`src/hw/rtl/tllmp_pkg.sv`:
```
// ----------------------------------------------------------------------------
// tllmp_pkg: shared types and constants of the lookup mode predictor
// history length, counter table geometry, event codes, counter training
// ----------------------------------------------------------------------------
package tllmp_pkg;

    localparam int HISTORY_BITS = 9;
    localparam int TABLE_DEPTH  = 1 << HISTORY_BITS;
    localparam int CNT_BITS     = 2;
    localparam int COUNT_BITS   = 32;
    localparam int SIZE_BITS    = 32;
    localparam int OFFSET_BITS  = 16;

    localparam logic [OFFSET_BITS-1:0] OFFSET_RESET = 16'd5000;

    typedef logic [HISTORY_BITS-1:0] hist_t;
    typedef logic [CNT_BITS-1:0]     pcnt_t;
    typedef logic [1:0]              op_t;

    localparam op_t OP_HASH    = 2'd0;
    localparam op_t OP_BSEARCH = 2'd1;
    localparam op_t OP_CHANGE  = 2'd2;

    // 2-bit saturating counter: step down when not worthy, up when worthy
    function automatic pcnt_t train_counter(input pcnt_t cur, input logic worthy);
        pcnt_t res;
        if (worthy)
        begin
            res = (cur == 2'd3) ? cur : cur + 2'd1;
        end
        else
        begin
            res = (cur == 2'd0) ? cur : cur - 2'd1;
        end
        return res;
    endfunction

endpackage

```
`src/hw/rtl/tllmp_ram.sv`:
```
// ----------------------------------------------------------------------------
// tllmp_ram: generic simple dual-port ram
// one write port, one read port, registered read data (old data on collision)
// ----------------------------------------------------------------------------
module tllmp_ram #(
    parameter int WIDTH = 2,
    parameter int DEPTH = 512
) (
    input  logic                     clk,
    input  logic                     we,
    input  logic [$clog2(DEPTH)-1:0] waddr,
    input  logic [WIDTH-1:0]         wdata,
    input  logic                     re,
    input  logic [$clog2(DEPTH)-1:0] raddr,
    output logic [WIDTH-1:0]         rdata
);

    logic [WIDTH-1:0] mem [DEPTH];
    logic [WIDTH-1:0] rdata_reg;

    always_ff @(posedge clk)
    begin
        if (we)
        begin
            mem[waddr] <= wdata;
        end
        if (re)
        begin
            rdata_reg <= mem[raddr];
        end
    end

    assign rdata = rdata_reg;

endmodule

```
`src/hw/rtl/two_level_lookup_mode_predictor.sv`:
```
// ----------------------------------------------------------------------------
// two_level_lookup_mode_predictor: hash vs binary search mode predictor
// global-history two-level predictor with a ram of 2-bit counters
// ----------------------------------------------------------------------------
// usage
//   input channel (in_valid/in_ready, op, set_size) carries one event per
//   transfer: hashed lookup, binary-search lookup, or set changed
//   output channel (out_valid/out_ready, use_hash) returns exactly one
//   result per event, in order
//   cfg_we/cfg_wdata write worth_offset; the user must write it only while idle, the block does not enforce it
// sequencing
//   hashed lookup: result registered at the accepting edge, one event per cycle unless the output stalls
//   binary-search lookup: n+offset is registered, then the threshold 3*(n+offset)
//     is formed and compared in ST_LIMIT
//   set change: sequenced by the single read port of the counter ram
//     (read old entry, write trained entry and read new entry, select)
// reset
//   all control state clears at once; then a clearing pass writes zero to
//   all 512 counters, one per cycle, with in_ready low
// stall
//   a held result sits in the output register; a new event is taken only
//   when that register is free or being drained in the same cycle
// ----------------------------------------------------------------------------
module two_level_lookup_mode_predictor (
    input  logic                           clk,
    input  logic                           rst_n,
    input  logic                           cfg_we,
    input  logic [tllmp_pkg::OFFSET_BITS-1:0] cfg_wdata,
    input  logic                           in_valid,
    output logic                           in_ready,
    input  logic [1:0]                     op,
    input  logic [tllmp_pkg::SIZE_BITS-1:0] set_size,
    output logic                           out_valid,
    input  logic                           out_ready,
    output logic                           use_hash
);
    import tllmp_pkg::*;

    typedef enum logic [1:0] {
        ST_IDLE,
        ST_LIMIT,
        ST_RD1,
        ST_RD2
    } state_t;

    state_t                 state_reg, state_next;
    logic                   clr_busy_reg, clr_busy_next;
    hist_t                  clr_addr_reg, clr_addr_next;
    logic [OFFSET_BITS-1:0] offset_reg, offset_next;
    hist_t                  hist_reg, hist_next;
    hist_t                  old_addr_reg, old_addr_next;
    logic                   worthy_reg, worthy_next;
    pcnt_t                  trained_reg, trained_next;
    logic [COUNT_BITS-1:0]  count_reg, count_next;
    logic [SIZE_BITS-1:0]   prior_reg, prior_next;
    logic [SIZE_BITS:0]     sum_reg, sum_next;
    logic                   out_valid_reg, out_valid_next;
    logic                   use_hash_reg, use_hash_next;

    logic                   accept;
    logic                   out_free;
    logic [COUNT_BITS-1:0]  count_inc;
    logic [SIZE_BITS:0]     worth_limit;
    logic [SIZE_BITS+2:0]   bs_limit;
    logic                   worthy_now;
    pcnt_t                  trained;
    pcnt_t                  predict_cnt;

    logic                   ram_we;
    hist_t                  ram_waddr;
    pcnt_t                  ram_wdata;
    logic                   ram_re;
    pcnt_t                  ram_rdata;

    assign out_free  = !out_valid_reg || out_ready;
    assign in_ready  = !clr_busy_reg && (state_reg == ST_IDLE) && out_free;
    assign accept    = in_valid && in_ready;
    assign out_valid = out_valid_reg;
    assign use_hash  = use_hash_reg;

    // saturating lookup count
    assign count_inc = (count_reg == '1) ? count_reg : count_reg + 1'b1;

    // run worthiness: count > prior size + offset, full width
    assign worth_limit = {1'b0, prior_reg} + {{(SIZE_BITS+1-OFFSET_BITS){1'b0}}, offset_reg};
    assign worthy_now  = {1'b0, count_reg} > worth_limit;

    // binary-search threshold 3*(n + offset) as sum + 2*sum
    assign bs_limit = {2'b00, sum_reg} + {1'b0, sum_reg, 1'b0};

    assign trained     = train_counter(ram_rdata, worthy_reg);
    // forward the freshly trained entry when new and old history match
    assign predict_cnt = (old_addr_reg == hist_reg) ? trained_reg : ram_rdata;

    // counter ram ports: clearing pass or training write, reads at history
    assign ram_we    = clr_busy_reg || (state_reg == ST_RD1);
    assign ram_waddr = clr_busy_reg ? clr_addr_reg : old_addr_reg;
    assign ram_wdata = clr_busy_reg ? '0 : trained;
    assign ram_re    = (accept && (op == OP_CHANGE)) || (state_reg == ST_RD1);

    tllmp_ram #(
        .WIDTH (CNT_BITS),
        .DEPTH (TABLE_DEPTH)
    ) u_counters (
        .clk   (clk),
        .we    (ram_we),
        .waddr (ram_waddr),
        .wdata (ram_wdata),
        .re    (ram_re),
        .raddr (hist_reg),
        .rdata (ram_rdata)
    );

    always_comb
    begin
        state_next     = state_reg;
        clr_busy_next  = clr_busy_reg;
        clr_addr_next  = clr_addr_reg;
        offset_next    = cfg_we ? cfg_wdata : offset_reg;
        hist_next      = hist_reg;
        old_addr_next  = old_addr_reg;
        worthy_next    = worthy_reg;
        trained_next   = trained_reg;
        count_next     = count_reg;
        prior_next     = prior_reg;
        sum_next       = sum_reg;
        out_valid_next = out_valid_reg && !out_ready;
        use_hash_next  = use_hash_reg;

        // clearing sweep after reset
        if (clr_busy_reg)
        begin
            clr_addr_next = clr_addr_reg + 1'b1;
            if (clr_addr_reg == '1)
            begin
                clr_busy_next = 1'b0;
            end
        end

        unique case (state_reg)
            ST_IDLE:
            begin
                if (accept)
                begin
                    unique case (op)
                        OP_HASH:
                        begin
                            count_next     = count_inc;
                            out_valid_next = 1'b1;
                            use_hash_next  = 1'b0;
                        end
                        OP_BSEARCH:
                        begin
                            count_next = count_inc;
                            sum_next   = {1'b0, set_size}
                                       + {{(SIZE_BITS+1-OFFSET_BITS){1'b0}}, offset_reg};
                            state_next = ST_LIMIT;
                        end
                        OP_CHANGE:
                        begin
                            worthy_next   = worthy_now;
                            old_addr_next = hist_reg;
                            hist_next     = hist_t'({hist_reg, worthy_now});
                            count_next    = COUNT_BITS'(1);
                            prior_next    = set_size;
                            state_next    = ST_RD1;
                        end
                        default:
                        begin
                            // unused code: no state change, result 0
                            out_valid_next = 1'b1;
                            use_hash_next  = 1'b0;
                        end
                    endcase
                end
            end
            ST_LIMIT:
            begin
                out_valid_next = 1'b1;
                use_hash_next  = {3'b000, count_reg} > bs_limit;
                state_next     = ST_IDLE;
            end
            ST_RD1:
            begin
                trained_next = trained;
                state_next   = ST_RD2;
            end
            ST_RD2:
            begin
                out_valid_next = 1'b1;
                use_hash_next  = predict_cnt[1];
                state_next     = ST_IDLE;
            end
            default:
            begin
                state_next = ST_IDLE;
            end
        endcase
    end

    always_ff @(posedge clk or negedge rst_n)
    begin
        if (!rst_n)
        begin
            state_reg     <= ST_IDLE;
            clr_busy_reg  <= 1'b1;
            clr_addr_reg  <= '0;
            offset_reg    <= OFFSET_RESET;
            hist_reg      <= '0;
            old_addr_reg  <= '0;
            worthy_reg    <= 1'b0;
            trained_reg   <= '0;
            count_reg     <= '0;
            prior_reg     <= '0;
            sum_reg       <= '0;
            out_valid_reg <= 1'b0;
            use_hash_reg  <= 1'b0;
        end
        else
        begin
            state_reg     <= state_next;
            clr_busy_reg  <= clr_busy_next;
            clr_addr_reg  <= clr_addr_next;
            offset_reg    <= offset_next;
            hist_reg      <= hist_next;
            old_addr_reg  <= old_addr_next;
            worthy_reg    <= worthy_next;
            trained_reg   <= trained_next;
            count_reg     <= count_next;
            prior_reg     <= prior_next;
            sum_reg       <= sum_next;
            out_valid_reg <= out_valid_next;
            use_hash_reg  <= use_hash_next;
        end
    end

    // no event taken while the counter table is being cleared
    assert property (@(posedge clk) disable iff (!rst_n)
        clr_busy_reg |-> !in_ready)
        else $error("input accepted during clearing pass");

    // the prediction select in ST_RD2 always follows the training step in ST_RD1
    assert property (@(posedge clk) disable iff (!rst_n)
        (state_reg == ST_RD2) |-> $past(state_reg == ST_RD1))
        else $error("prediction read without training step");

    // a set change moves the history by exactly one judgement bit
    assert property (@(posedge clk) disable iff (!rst_n)
        (state_reg == ST_RD1) |-> (hist_reg == hist_t'({old_addr_reg, worthy_reg})))
        else $error("history shift mismatch");

    // a set change restarts the run count at one
    assert property (@(posedge clk) disable iff (!rst_n)
        (accept && (op == OP_CHANGE)) |=> (count_reg == COUNT_BITS'(1)))
        else $error("run count not restarted");

endmodule
```
`config.mk`:
```
export PLATFORM = sky130hd
export DESIGN_NAME = two_level_lookup_mode_predictor
export DESIGN_NICKNAME = d
export VERILOG_FILES = /design/src/hw/rtl/tllmp_pkg.sv /design/src/hw/rtl/tllmp_ram.sv /design/src/hw/rtl/two_level_lookup_mode_predictor.sv
export SDC_FILE = /design/constraint.sdc
export NUM_CORES = 2
export LEC_CHECK = 0
export BUFFER_PORTS_ARGS = -buffer_cell sky130_fd_sc_hd__buf_2
export CAP_MARGIN = 20
export CORE_UTILIZATION = 60
export DETAILED_ROUTE_END_ITERATION = 16
export PLACE_DENSITY = 0.76
export SYNTH_ARGS = -nofsm -noshare
export SYNTH_HDL_FRONTEND = slang
export SYNTH_HIERARCHICAL = 1
export SYNTH_SLANG_ARGS = --single-unit
export TNS_END_PERCENT = 100
```
`constraint.sdc`:
```
create_clock -name clk -period 28.1 [get_ports clk]
set_input_delay 1.405 -clock clk [delete_from_list [all_inputs] [get_ports clk]]
set_output_delay 1.405 -clock clk [all_outputs]
set_load 0.01 [all_outputs]
```
# Yosys cells after proc, flatten, opt, wreduce, memory -nomap -nowiden
# Memory sizes are Yosys's and may differ from the RTL's. A register that Yosys moved wholly into a read port is not among the register bits.
# Index checks and enable logic that the tools add are counted.
[op_classes]
n_mul = 0
n_bitwise = 0
add_sub_neg = 7
shift = 0
magnitude_cmp = 2
reduce_logical = 24
div = 0
muxes = 21
n_eq_ne = 13
[op_table]
columns = ["operator", "count"]
rows = [
  ["32-bit by 16-bit adder with 33-bit output", 2],
  ["32-bit one-hot mux with 2 select lines", 1],
  ["33-bit by 34-bit adder with 35-bit output", 1],
  ["32-bit by 35-bit > comparator with 1-bit output", 1],
  ["32-bit by 33-bit > comparator with 1-bit output", 1],
  ["32-bit by 1-bit adder with 32-bit output, second input constant", 1],
  ["32-bit == test, second input constant", 1],
  ["32-bit 2-to-1 mux", 1],
  ["2-bit 2-to-1 mux", 6],
  ["9-bit by 1-bit adder with 9-bit output, second input constant", 1],
  ["9-bit == test", 1],
  ["9-bit == test, second input constant", 1],
  ["9-bit 2-to-1 mux", 1],
  ["3-bit AND reduction", 3],
  ["2-bit == test, second input constant", 4],
  ["1-bit 2-to-1 mux", 8],
  ["2-bit logical NOT", 3],
  ["2-bit != test, second input constant", 3],
  ["2-bit one-hot mux with 3 select lines", 1],
  ["2-bit OR reduction", 3],
  ["1-bit logical AND", 5],
  ["2-bit by 1-bit == test with 1-bit output, second input constant", 2],
  ["2-bit one-hot mux with 2 select lines", 1],
  ["4-bit AND reduction", 1],
  ["10 further kinds", 14],
]
[totals]
mem_bits_rw = 1024
mem_bits_ro = 0
latchBits = 0
output_inout_bits = 3
ff_bits = 148
input_bits = 55
mem_count = 1
[memory_table]
columns = ["memory", "depth", "word_bits", "read_ports", "rd_ports_with_merged_regs", "wr", "line", "text"]
rows = [
  ["u_counters.mem", 512, 2, 1, 1, 1, "tllmp_ram.sv:18", "logic [WIDTH-1:0] mem [DEPTH];"],
]

# Longest topological paths before layout
[logic_depth]
ltp_word = 6
ltp_mapped = 20

# Cells and area by module
# The synthesis kept the hierarchy.
[modules_own_cells]
columns = ["module", "cells_each", "area_each_um2", "seq_area_each_um2", "instances"]
rows = [
  ["tllmp_ram", 2608, 42334.4, 30809.5, 1],
  ["two_level_lookup_mode_predictor", 1228, 11155.7, 3460.8, 1],
]

# Worst setup path after synthesis
# OpenSTA, ideal clock, no wires.
[synth_path]
path_type = "reg2reg"
from = "reg clr_busy_reg"
to = "mem u_counters.mem[0][1], data pin"
n_path_buf = 2
slack_ps = 12191
t_arrival_ps = 13189
stages_incl_launch_ff = 4
path_cell_list = "dfstp_2 clkbuf_1 clkbuf_1 nor2b_1"
[synth_between]
elab_chain_cells = 1
[synth_rtl]
columns = ["item", "line", "text"]
rows = [
  ["start, declared", "two_level_lookup_mode_predictor.sv:47", "logic clr_busy_reg, clr_busy_next;"],
  ["start signal, assigned", "two_level_lookup_mode_predictor.sv:222", "clr_busy_reg <= clr_busy_next;"],
  ["2-bit 2-to-1 mux", "two_level_lookup_mode_predictor.sv:98", "assign ram_wdata = clr_busy_reg ? '0 : trained;"],
  ["net ram_wdata[1]", "two_level_lookup_mode_predictor.sv:71", "pcnt_t ram_wdata;"],
  ["end, declared", "tllmp_ram.sv:18", ""],
]
# The timed path passes the listed nets, and every way through them passes these cells.

==> metrics.txt <==
status finished clean; largest family of logic cells by synthesized area multiplexers; Max Freq 0.186 GHz; post-route antenna net violation count 0; post-CTS setup buffers 0; Synth Flop Type edfxtp_1; most frequent cell after synthesis edfxtp_1; row count 109; cts hold-fix bufs 0; Synth area leader edfxtp_1; Clock Tree Root clkbuf_16; Leak 0.0194 uW; final setup vio count 0; number of fillers in the final layout 6,195; synthesized cell area 0.0535 mm2; drt pass-1 iters 6; total gr overflow 0; drt wl/cell 25.9 um; Crit. End Element register; post-route clock skew 49.1 ps; setup tns final 0 ps; Arrival @ worst endpoint 5810 ps; initial antenna violation count 2; Clock Path Buffers 3; area of the core 0.0884 mm2; simple-gate share of the synthesized area 9.30%; area of the multi-input gates 0.0179 mm2; IO Port Bufs 57; final worst-path cycle share 19.1%; Num Clock Sinks 1,164; Syn Area/Cell 13.9 um2; library cells used by synthesis 95; Largest register FFs 1,024; global-route wire length before repair 199 mm; post-route core utilization 66.0%; CP delay by family, top simple AND/OR/NAND/NOR gates; Critical Path Source Type register; post-synthesis sequential area ratio 64.1%; Adder-Cell Fraction of Synth Area 3.29%; Worst-Margin Slew 1440 ps; Fin. Hold Viols 0; largest net degree at the start of global routing 271; HPWL Detailed 79.2 mm; design area 0.0584 mm2; CP max stage delay 860 ps; top cells by area, synth edfxtp_1 58%, dfrtp_1 6.2%, mux4_2 5.4%; slowest stage cell, crit path buf_4; max_cap viols 0; worst-path cell chain buf_4 > nand2b_4 > buf_4 > o221ai_1 > o22ai_1 > nor3_1 > nor3_1 > o22ai_1 > or4_1; Die ar. 0.0903 mm2; Post-Place Cell Area 0.0545 mm2; Post-Syn Nets 4,029; Skew-Pair Late Insertion Delay 720 ps; H-tree Lvls 3; CTS clk-pin slew, worst paths 60 ps; IO Count 58; most frequent cells after synthesis 1,026 x edfxtp_1, 626 x nor2_1, 256 x mux2i_1; Slew Limit Headroom 3.94%; flip-flop and latch area 0.0343 mm2; Slew Viols, Final 0; Total GRT Usage 29.4%; Worst Hold Class reg -> reg; iteration-0 DRC count of the detailed router 4,247; routed vias 33,700; xor/xnor share of the synthesized area 1.49%; maximum fanout along the worst path 76; synth warn 6; Worst Path Required 28,540 ps; synthesis-to-finish area growth 9.11%; vias in the first global route 33,200; Resize count post-CTS 0; Syn Inst Count 3,836; post-synthesis compound-gate area fraction 7.57%; P per Cell Area 107 mW/mm2; #FFs+latches synth 1,164; RSZ-0062 raised after global routing no; Post-synth EDFFs 1,026; worst path bufs/invs 2; Post-Route WL 132 mm; asr flop ratio synth 11.9%; Peak VDD IR 0.222 mV; Crit Path Class reg -> reg; routability congestion estimate 0.897; CTS tree done; Final Critical Period 5370 ps; initial core utilization 60.5%; area share of the largest cell type after synthesis 57.6%; share of cells above drive strength 1 13.5%; Die H 301 um; Residual DRC 0; Die Wd 301 um; number of nets at the end of the flow 4,028; Via-to-Cell Ratio 6.61; mux cell area share after synthesis 11.7%; total clock buffers created by CTS 113
## routing by layer
layer	vias to the layer above	global-route usage, %	part of all wire, %
li1	14800	-	-
met1	16900	40.0	39
met2	1763	47.4	48
met3	328	5.18	9.3
met4	2	12.0	4.1
met5	-	0	0.0068
## power by group
group,leakage [uW],switching (uW),total [uW],internal (uW)
clock network,0.00183,660,1540,885
registers,0.0109,115,2460,2340
logic,0.00665,1410,2240,824
total,0.0194,2190,6240,4050
## cell type report
cell class	instances	share of cell area [%]
flip-flops and latches	1164	58.7
repair buffers	112	1.33
clock inverters	70	1.37
clock buffers	141	5.12
well taps	1165	2.50
multi-input cells	2404	30.7
inverters	40	0.257
diodes	2	0.00858
## layout by cell type, fill, tap and decap left out, drive strengths merged, types with 56 or more instances in the layout
cell / netlist / final
mux4: 128 / 128
nand2: 185 / 185
edfxtp: 1026 / 1026
o21ai: 117 / 117
nor3: 78 / 78
clkbuf: 122 / 142
o221ai: 110 / 110
a21oi: 123 / 123
dfrtp: 132 / 132
mux2: 70 / 70
nand3: 56 / 56
nor2: 626 / 626
ha: 135 / 135
mux2i: 256 / 256
buf: 106 / 111
## metrics by stage
| step | setup WS [ps] | total power (uW) | std cells | hold WS, ps |
|---|---|---|---|---|
| finish | 22730 | 6240 | 5098 | 501 |
| global route | 22560 | 6520 | 5096 | 525 |
| CTS | 22820 | 6210 | 5092 | 501 |
| detailed placement | 22870 | 4670 | 4881 | 490 |
| global placement | 22910 | 4640 | 4881 | 488 |
| floorplan | 12190 | 4320 | 3836 | 458 |
## final timing paths
check                      cells after the start  slack (ps)                  end             from
max                                            9       22730  u_counters/rdata[1]      hist_reg[1]
min                                            1         500      clr_addr_reg[7]  clr_addr_reg[7]
max reg2reg                                    9       22730  u_counters/rdata[1]      hist_reg[1]
min reg2reg                                    1         500      clr_addr_reg[7]  clr_addr_reg[7]
max in group asynchronous                      2       25960          hist_reg[0]            rst_n
min in group asynchronous                      1         710        prior_reg[11]            rst_n
## cells by family (layout without fill, tap and decap cells)
family	Yosys count	after routing
compound gates	587	587
fa+ha+maj	139	139
simple gates	1133	1133
mux	454	454
flops	1164	1164
xor+xnor	91	91
buf+inv	268	363
other cells	0	2
(Power assumes the default switching activity.)
